**config.mk**
```make
export PLATFORM = sky130hd
export DESIGN_NAME = timer_entropy_pool_mixer_top
export DESIGN_NICKNAME = d
export VERILOG_FILES = /design/src/rtl/tepm_pkg.sv /design/src/rtl/timer_entropy_pool_mixer_top.sv /design/src/rtl/tepm_core.sv
export VERILOG_INCLUDE_DIRS = /design/src /design/src/rtl
export SDC_FILE = /design/constraint.sdc
export NUM_CORES = 1
export LEC_CHECK = 0
export BUFFER_PORTS_ARGS = -buffer_cell sky130_fd_sc_hd__buf_2
export CAP_MARGIN = 0
export CORE_ASPECT_RATIO = 0.8
export CORE_MARGIN = 5
export CORE_UTILIZATION = 55
export DETAILED_ROUTE_END_ITERATION = 10
export GPL_ROUTABILITY_DRIVEN = 0
export GPL_TIMING_DRIVEN = 0
export PLACE_DENSITY = 0.76
export SLEW_MARGIN = 10
export SYNTH_ARGS = -nofsm -noshare
export SYNTH_HDL_FRONTEND = slang
export SYNTH_SLANG_ARGS = --single-unit
```
**constraint.sdc**
```tcl
create_clock -name clk -period 10.9 [get_ports clk]
set_input_delay 3.27 -clock clk [delete_from_list [all_inputs] [get_ports clk]]
set_output_delay 3.27 -clock clk [all_outputs]
set_load 0.01 [all_outputs]
```
**src/rtl/timer_entropy_pool_mixer_top_assert.svh**
```systemverilog
// Assertion macros used by the entropy pool mixer core (tepm_core).
`ifndef TIMER_ENTROPY_POOL_MIXER_TOP_ASSERT_SVH
`define TIMER_ENTROPY_POOL_MIXER_TOP_ASSERT_SVH

// Same-cycle implication, checked outside reset.
`define TEPM_ASSERT_NOW(label, clk, rst_n, ante, cons) \
  label: assert property (@(posedge clk) disable iff (!rst_n) (ante) |-> (cons)) \
    else $error("same-cycle check failed");

// Next-cycle implication, checked outside reset.
`define TEPM_ASSERT_NEXT(label, clk, rst_n, ante, cons) \
  label: assert property (@(posedge clk) disable iff (!rst_n) (ante) |=> (cons)) \
    else $error("next-cycle check failed");

`endif

```
**src/rtl/tepm_pkg.sv**
```systemverilog
package tepm_pkg;

  // Operation codes.
  localparam logic OP_SEED = 1'b0;
  localparam logic OP_DRAW = 1'b1;

  // Status codes.
  localparam logic [1:0] ST_OK           = 2'd0;
  localparam logic [1:0] ST_NOT_SEEDED   = 2'd1;
  localparam logic [1:0] ST_SEED_IGNORED = 2'd2;

  // Mixing constants.
  localparam logic [31:0] MIX_RESET  = 32'h5A5A_5A5A;
  localparam logic [31:0] GOLDEN     = 32'h9E37_79B9;
  localparam int          LOOK_AHEAD = 3;

  typedef struct packed {
    logic        operation;
    logic [31:0] sample_first;
    logic [31:0] sample_second;
  } in_item_t;

  typedef struct packed {
    logic [31:0] random_word;
    logic        pool_ready;
    logic [1:0]  status;
  } out_item_t;

  // One xorshift32 round.
  function automatic logic [31:0] xs32(input logic [31:0] v);
    logic [31:0] a;
    logic [31:0] b;
    a = v ^ (v << 13);
    b = a ^ (a >> 17);
    return b ^ (b << 5);
  endfunction

  // Swap the two halves of a word.
  function automatic logic [31:0] rot16(input logic [31:0] v);
    return {v[15:0], v[31:16]};
  endfunction

endpackage

```
**src/rtl/timer_entropy_pool_mixer_top.sv**
```systemverilog
// Timer-jitter entropy pool with an xorshift32 mixer.
// Input channel (in_valid / in_ready / in_data) carries one item per transfer:
// a seed item folds two timer samples into the next pool word, a draw item
// stirs one timer sample into the pool and returns a fresh random word.
// Result channel (out_valid / out_ready / out_data) returns exactly one item
// per input item, in order: the random word (zero unless a draw succeeded),
// the pool-ready flag and a status code.
// An accepted item waits in the input register and moves to the result
// register when that register is free or being emptied.
// Throughput: one item per cycle unless the receiver stalls. All mixing
// for an item is done in the cycle it moves from the input register to the
// result register. Reset (rst_n low, synchronous) loads the mixing state
// constant, clears the seed count (pool words are kept) and both valid
// flags; draws are refused until POOL_WORDS seeds have been taken.
// When the receiver stalls, the result register holds its item and the input
// register still takes one more item, then in_ready drops until the result
// is transferred.
module timer_entropy_pool_mixer_top
  import tepm_pkg::*;
#(
  parameter int POOL_WORDS = 8
) (
  input  logic      clk,
  input  logic      rst_n,
  input  logic      in_valid,
  output logic      in_ready,
  input  in_item_t  in_data,
  output logic      out_valid,
  input  logic      out_ready,
  output out_item_t out_data
);

  logic      in_valid_r;
  logic      in_valid_nxt;
  in_item_t  in_r;
  logic      out_valid_r;
  logic      out_valid_nxt;
  out_item_t out_r;
  out_item_t core_result;
  logic      advance;

  // An item moves to the result register when that register is free or its item leaves.
  assign advance  = in_valid_r && (!out_valid_r || out_ready);
  assign in_ready = !in_valid_r || advance;

  tepm_core #(
    .POOL_WORDS(POOL_WORDS)
  ) u_core (
    .clk    (clk),
    .rst_n  (rst_n),
    .fire   (advance),
    .item   (in_r),
    .result (core_result)
  );

  // Valid flags of the two registers.
  always_comb begin
    in_valid_nxt = in_valid_r;
    if (in_valid && in_ready) begin
      in_valid_nxt = 1'b1;
    end else if (advance) begin
      in_valid_nxt = 1'b0;
    end
    out_valid_nxt = out_valid_r;
    if (advance) begin
      out_valid_nxt = 1'b1;
    end else if (out_ready) begin
      out_valid_nxt = 1'b0;
    end
  end

  always_ff @(posedge clk) begin
    if (!rst_n) begin
      in_valid_r  <= 1'b0;
      out_valid_r <= 1'b0;
    end else begin
      in_valid_r  <= in_valid_nxt;
      out_valid_r <= out_valid_nxt;
    end
  end

  // Payload registers.
  always_ff @(posedge clk) begin
    if (in_valid && in_ready) begin
      in_r <= in_data;
    end
    if (advance) begin
      out_r <= core_result;
    end
  end

  assign out_valid = out_valid_r;
  assign out_data  = out_r;

endmodule

```
**src/rtl/tepm_core.sv**
```systemverilog
`include "timer_entropy_pool_mixer_top_assert.svh"

module tepm_core
  import tepm_pkg::*;
#(
  parameter int POOL_WORDS = 8
) (
  input  logic      clk,
  input  logic      rst_n,
  input  logic      fire,
  input  in_item_t  item,
  output out_item_t result
);

  localparam int CW    = $clog2(POOL_WORDS + 1);
  localparam int Q_TAP = (1 + LOOK_AHEAD) % POOL_WORDS;

  // The pool is kept as a rotating line: slot k holds the word at the
  // current position plus k, so both draw reads are fixed taps.
  logic [31:0]   pool_r   [POOL_WORDS];
  logic [31:0]   pool_nxt [POOL_WORDS];
  logic [31:0]   mix_r;
  logic [31:0]   mix_nxt;
  logic [CW-1:0] seed_cnt_r;
  logic [CW-1:0] seed_cnt_nxt;

  logic        is_ready;
  logic        seed_ok;
  logic        draw_ok;
  logic [31:0] seed_word;
  logic [31:0] sel_word;
  logic [31:0] st1;
  logic [31:0] st2;
  logic [31:0] remix;

  assign is_ready = (seed_cnt_r == CW'(POOL_WORDS));
  assign seed_ok  = (item.operation == OP_SEED) && !is_ready;
  assign draw_ok  = (item.operation == OP_DRAW) && is_ready;

  // Seed word: samples folded together with the index times the golden ratio.
  assign seed_word = item.sample_first ^ rot16(item.sample_second)
                   ^ 32'(32'(seed_cnt_r) * GOLDEN);

  // Draw path: absorb the sample, mix twice, then remix the selected word.
  assign sel_word = pool_r[1] ^ item.sample_first;
  assign st1      = xs32(mix_r ^ sel_word);
  assign st2      = xs32(st1 ^ pool_r[Q_TAP]);
  assign remix    = xs32(sel_word ^ st2);

  // Next state of the pool line, mixing state and seed count.
  always_comb begin
    for (int k = 0; k < POOL_WORDS; k++) begin
      pool_nxt[k] = pool_r[k];
    end
    mix_nxt      = mix_r;
    seed_cnt_nxt = seed_cnt_r;
    if (fire && seed_ok) begin
      for (int k = 0; k < POOL_WORDS - 1; k++) begin
        pool_nxt[k] = pool_r[k + 1];
      end
      pool_nxt[POOL_WORDS - 1] = seed_word;
      seed_cnt_nxt             = seed_cnt_r + CW'(1);
    end else if (fire && draw_ok) begin
      pool_nxt[0] = remix;
      for (int k = 1; k < POOL_WORDS - 1; k++) begin
        pool_nxt[k] = pool_r[k + 1];
      end
      pool_nxt[POOL_WORDS - 1] = pool_r[0];
      mix_nxt                  = st2;
    end
  end

  // Result of the item currently presented.
  always_comb begin
    result.random_word = draw_ok ? st2 : 32'd0;
    result.pool_ready  = is_ready || (seed_ok && seed_cnt_r == CW'(POOL_WORDS - 1));
    if (item.operation == OP_DRAW) begin
      result.status = is_ready ? ST_OK : ST_NOT_SEEDED;
    end else begin
      result.status = is_ready ? ST_SEED_IGNORED : ST_OK;
    end
  end

  // Pool words carry no reset; the seed count and mixing state do.
  always_ff @(posedge clk) begin
    for (int k = 0; k < POOL_WORDS; k++) begin
      pool_r[k] <= pool_nxt[k];
    end
  end

  always_ff @(posedge clk) begin
    if (!rst_n) begin
      mix_r      <= MIX_RESET;
      seed_cnt_r <= '0;
    end else begin
      mix_r      <= mix_nxt;
      seed_cnt_r <= seed_cnt_nxt;
    end
  end

  `TEPM_ASSERT_NEXT(a_refused_keeps_mix, clk, rst_n, fire && !draw_ok, mix_r == $past(mix_r))
  `TEPM_ASSERT_NEXT(a_draw_updates_mix, clk, rst_n, fire && draw_ok, mix_r == $past(st2))
  `TEPM_ASSERT_NOW(a_seed_cnt_bound, clk, rst_n, 1'b1, seed_cnt_r <= CW'(POOL_WORDS))
  `TEPM_ASSERT_NOW(a_error_zero_word, clk, rst_n, result.status != ST_OK,
                   result.random_word == 32'd0)

endmodule
```
# [After elaboration in Yosys (flattened, before gate mapping)]
# Memories as Yosys holds them, arrays and structs flattened.
# Cells that the tools add are included.
[classes] n_mul=1 reduce_logical=16 add_sub_neg=1 bitwise_logic=17 muxes=9 eq_ne=2
[op_table] cell="$mux 256" n=2
[op_table] cell="$xor 32x32->32" n=12
[op_table] cell="$xor 32x15->32" n=3
[op_table] cell="$mul 4x32->32 const B" n=1
[op_table] cell="$logic_and 1x1->1" n=7
[op_table] cell="$mux 1" n=5
[op_table] cell="$add 4x1->4 const B" n=1
[op_table] cell="$eq 4x3->1 const B" n=1
[op_table] cell="$eq 4x4->1 const B" n=1
[op_table] cell="$mux 2" n=2
[op_table] cell="$reduce_bool 2->1" n=2
[op_table] cell="$logic_not 1->1" n=3
[op_table] cell="$logic_or 1x1->1" n=3
[op_table] cell="$not 1->1" n=2
[op_table] cell="$reduce_and 2->1" n=1
[word_totals] memories=1 register_bits=138 elab_cells=57 mem_bits_rw=256 output_inout_bits=37
[memory_table] memory="u_core.pool_r" depth=8 width=32 read_ports=8 rd_ports_with_merged_regs=0 wr=8 line="tepm_core.sv:20" rtl="logic [31:0] pool_r [POOL_WORDS];"

# [Depth between registers and ports, before layout]
# An unclocked memory read counts as a cell.
[depth] depth_word=16 depth_mapped=18 ltp_nobuf=18

# [Hierarchy]
# Synthesis repeated with hierarchy kept, for this count alone.
[unflattened] cells_unflattened=1278 hier_area_um2=18336.3
[by_module_without_submodules] module="tepm_core" area_per_inst_um2=15229.6 n_inst=1 seq_area_each_um2=8408.1 cells_each=1169
[by_module_without_submodules] module="timer_entropy_pool_mixer_top" area_per_inst_um2=3106.7 n_inst=1 seq_area_each_um2=3042.9 cells_each=109

# [Worst setup path before layout]
# Ideal clock, no wire load.
[synth_path] path_kind="in2reg" startpoint="input port out_ready" endpoint="memory u_core.pool_r[0][0] (enable)" setup_time_ps=1949 t_arrival_ps=9235 path_buffers=2 cell_stages=7 path_slack_ps=-284 required_ps=8951 cell_sequence="nor2b_1 > nand2b_1 > inv_1 > nand3b_1 > clkbuf_1 > buf_1 > nand2_1"
[synth_lines] element="from (decl)" line="timer_entropy_pool_mixer_top.sv:29" rtl="input logic out_ready,"
[synth_lines] element="to (decl)" line="tepm_core.sv:20"

# [Worst setup path after layout]
[layout_path] startpoint="input port out_ready" endpoint="output port in_ready"
[layout_between] elab_chain_len=3
[layout_lines] element="$logic_or 1x1->1" line="timer_entropy_pool_mixer_top.sv:43" rtl="assign advance = in_valid_r && (!out_valid_r || out_ready);"
[layout_lines] element="$logic_and 1x1->1" line="timer_entropy_pool_mixer_top.sv:43"
[layout_lines] element="$logic_or 1x1->1" line="timer_entropy_pool_mixer_top.sv:44" rtl="assign in_ready = !in_valid_r || advance;"
[layout_lines] element="to (decl)" line="timer_entropy_pool_mixer_top.sv:26" rtl="output logic in_ready,"
# Every way passes these cells.

==> impl_metrics.ini <==
[timing]
max-slew-margin-rel_pct = 29.0
whs_ns = 0.400
finalCriticalPeriod_ns = 7.17
worst_clock_skew_ns = 0.0251
rsz0062_at_grt = no
setup_violations = 0
max_freq_ghz = 0.139
hold_viol = 0
worst_pin_slew_ns = 1.06
finalCritPeriodShare_pct = 65.8
maxSlewViolCount = 0

[worst_setup_path]
cp_max_fo = 4
critPathCaptureType = output port
required_ns = 7.63
cp_slowest_stage_delay_ns = 0.24
crit_path_frequent_cell = buf_2
critPathBufInv = 2
cp_slowest_cell = nor2b_1
start_kind = input pin
reg2reg_slack_ns = 5.37
critical_path_arrival_ns = 3.90
cp_cell_sequence = buf_2, nor2b_1, nand2_1, buf_2
cp_top_family = simple AND/OR/NAND/NOR gates
crit_type = input pin to output port

[finish]
num_antenna_cells = 0
num-fill-cells = 2532
drive_gt1_share_pct = 14.8
seq_area_um2 = 11500
area.growth.synth_to_final_pct = 12.7
nets = 1546
multiInputGateArea_um2 = 6780

[synth]
synth_top_area_share_pct = 58.0
synth_area_leaders = edfxtp_1 58%, xnor2_1 13%, xor2_1 4.7%
synth_nets = 1398
yosys.area.top_type = edfxtp_1
synth_warnings = 0
netlist_area_um2 = 18400
async_flop_share_pct = 0
synthTopCellsByCount = 356 x edfxtp_1, 280 x xnor2_1, 115 x nand2_1
syn_area_per_cell_um2 = 14.3
synth.distinct_cells = 45
synth.most_common_cell = edfxtp_1
yosysSeqAreaShare_pct = 62.1
ys.flop_type = edfxtp_1
synth-seq-cells = 394
synth_enable_flop_cells = 356
synth_cells = 1289

[cts]
cts_tree = built
clk_latency_ns = 0.56
path_clk_slew_ns = 0.07
cts_made_buffers = 39
cts_num_sinks = 394
post-cts-setup-buffers = 0
cts_resized = 0
hold_buffers = 0
root_buffer = clkbuf_16
clk_path_buf_depth = 3
htreeDepth = 2

[global_route]
antenna_found_initial = 0
grt_overflow = 0
first_global_vias = 10300
grt_first_pass_wirelength_um = 64600
grt.total_usage_pct = 23.2
grt_start_max_net_pins = 113

[place]
dp_hpwl_um = 32700
portBuffers = 104

[floorplanning]
die_h_um = 174
core-area_um2 = 33300
num_rows = 60
die_area_um2 = 37300
initial_core_util_pct = 55.3
die_x_um = 215
io_pins = 106

[job]
maxCapViolations = 0

[detailed_routing]
ant_nets = 0
drt_iter0_drc = 1230
wire_per_inst_um = 23.2
route.vias.total = 10400
drt_wl_total_um = 43900
drc = 0
viasPerCell = 5.51
firstDrtPassIters = 5

[run_status]
status = complete, no violations

[min_path]
hold_class = flip-flop to flip-flop
## cell families (layout without fill, tap and decap cells)
logic type                 count (synthesis)  in the layout  share of synthesized area (%)
xor gates and xnor gates                 440            440                           24.0
DFF                                      394            394                           62.1
and+or+nand+nor                          222            222                           5.04
AOI/OAI and AO/OA                        133            133                           4.47
buffers and inverters                     58            232                           1.18
adders and majority gates                 40             40                           3.00
muxes                                      2              2                          0.122
## cell type report
class                           instances  share of cell area (%)
Buffer                                 35                   0.633
Clock buffer                           50                    4.90
Clock inverter                         17                   0.777
Inverter                               23                   0.416
Multi-Input combinational cell        837                    32.6
Sequential cell                       394                    55.1
Tap cell                              434                    2.61
Timing Repair Buffer                  107                    2.90
## worst register-to-register path, cell delays in order, from the launching register on
cell and delay (ns):
dfxtp_1 0.63, inv_1 0.24, ha_1 0.34, inv_1 0.09, fa_1 0.54, ha_1 0.29
clkbuf_1 0.30, nand2_1 0.20, o21a_1 0.26, o21ai_0 0.36, a21o_1 0.19, a21oi_1 0.15
o21ai_0 0.43, a21o_1 0.23, a21oi_1 0.12, o31a_1 0.29, a31oi_1 0.34, xnor2_1 0.16
o21ai_0 0.09
## path summary, 6_finish.rpt
check                           cells after the start                 start              endpoint
worst max-delay path                                4             out_ready              in_ready
worst min-delay path                                0  u_core.pool_r[2][36]   u_core.pool_r[2][4]
worst min register to register                      0  u_core.pool_r[2][36]   u_core.pool_r[2][4]
worst max register to register                     18  u_core.seed_cnt_r[2]  u_core.pool_r[3][63]
## placed cells by master, fill, tap and decap left out, drive strengths merged, types with 7 or more instances in the layout
cell	instances
dfxtp	38
a21oi	26
xnor3	10
o211a	8
o21ai	54
edfxtp	356
buf	108
and2	13
inv	25
nand3	11
fa	7
nand2	115
o21a	10
xnor2	319
clkinv	11
clkbuf	84
ha	33
o211ai	18
nor2	65
xor2	108
## state kept, by name, indices dropped and copies added, names as in the netlist
| register | count |
|---|---|
| u_core.mix_r | 32 |
| out_data | 35 |
| in_r | 65 |
| out_valid | 1 |
| u_core.pool_r | 256 |
| u_core.seed_cnt_r | 4 |
| in_valid_r | 1 |
## through the flow
| stage | setup TNS [ns] | area (um^2) | worst slack [ns] | cells | utilization, % |
|---|---|---|---|---|---|
| after floorplan | 0 | 18400 | 2.26 | 1289 | - |
| after global placement | -84.42 | 19500 | -0.345 | 1827 | 58.5 |
| after detailed placement | 0 | 19600 | 3.46 | 1830 | 58.8 |
| after CTS | 0 | 20800 | 3.75 | 1897 | 62.3 |
| after global routing | 0 | 20800 | 3.70 | 1897 | 62.3 |
| final | 0 | 20800 | 3.73 | 1897 | 62.3 |
## routing by layer
| metal | part of all wire [%] | vias up | track usage, % |
|---|---|---|---|
| li1 | - | 4756 | - |
| met1 | 44 | 5064 | 35.4 |
| met2 | 43 | 545 | 34.5 |
| met3 | 11 | 79 | 5.15 |
| met4 | 2.5 | 0 | 5.50 |
| met5 | 0 | - | 0 |
Power is not shown: default switching activity piles up to over one toggle a cycle in this logic, so the estimate is an artifact.
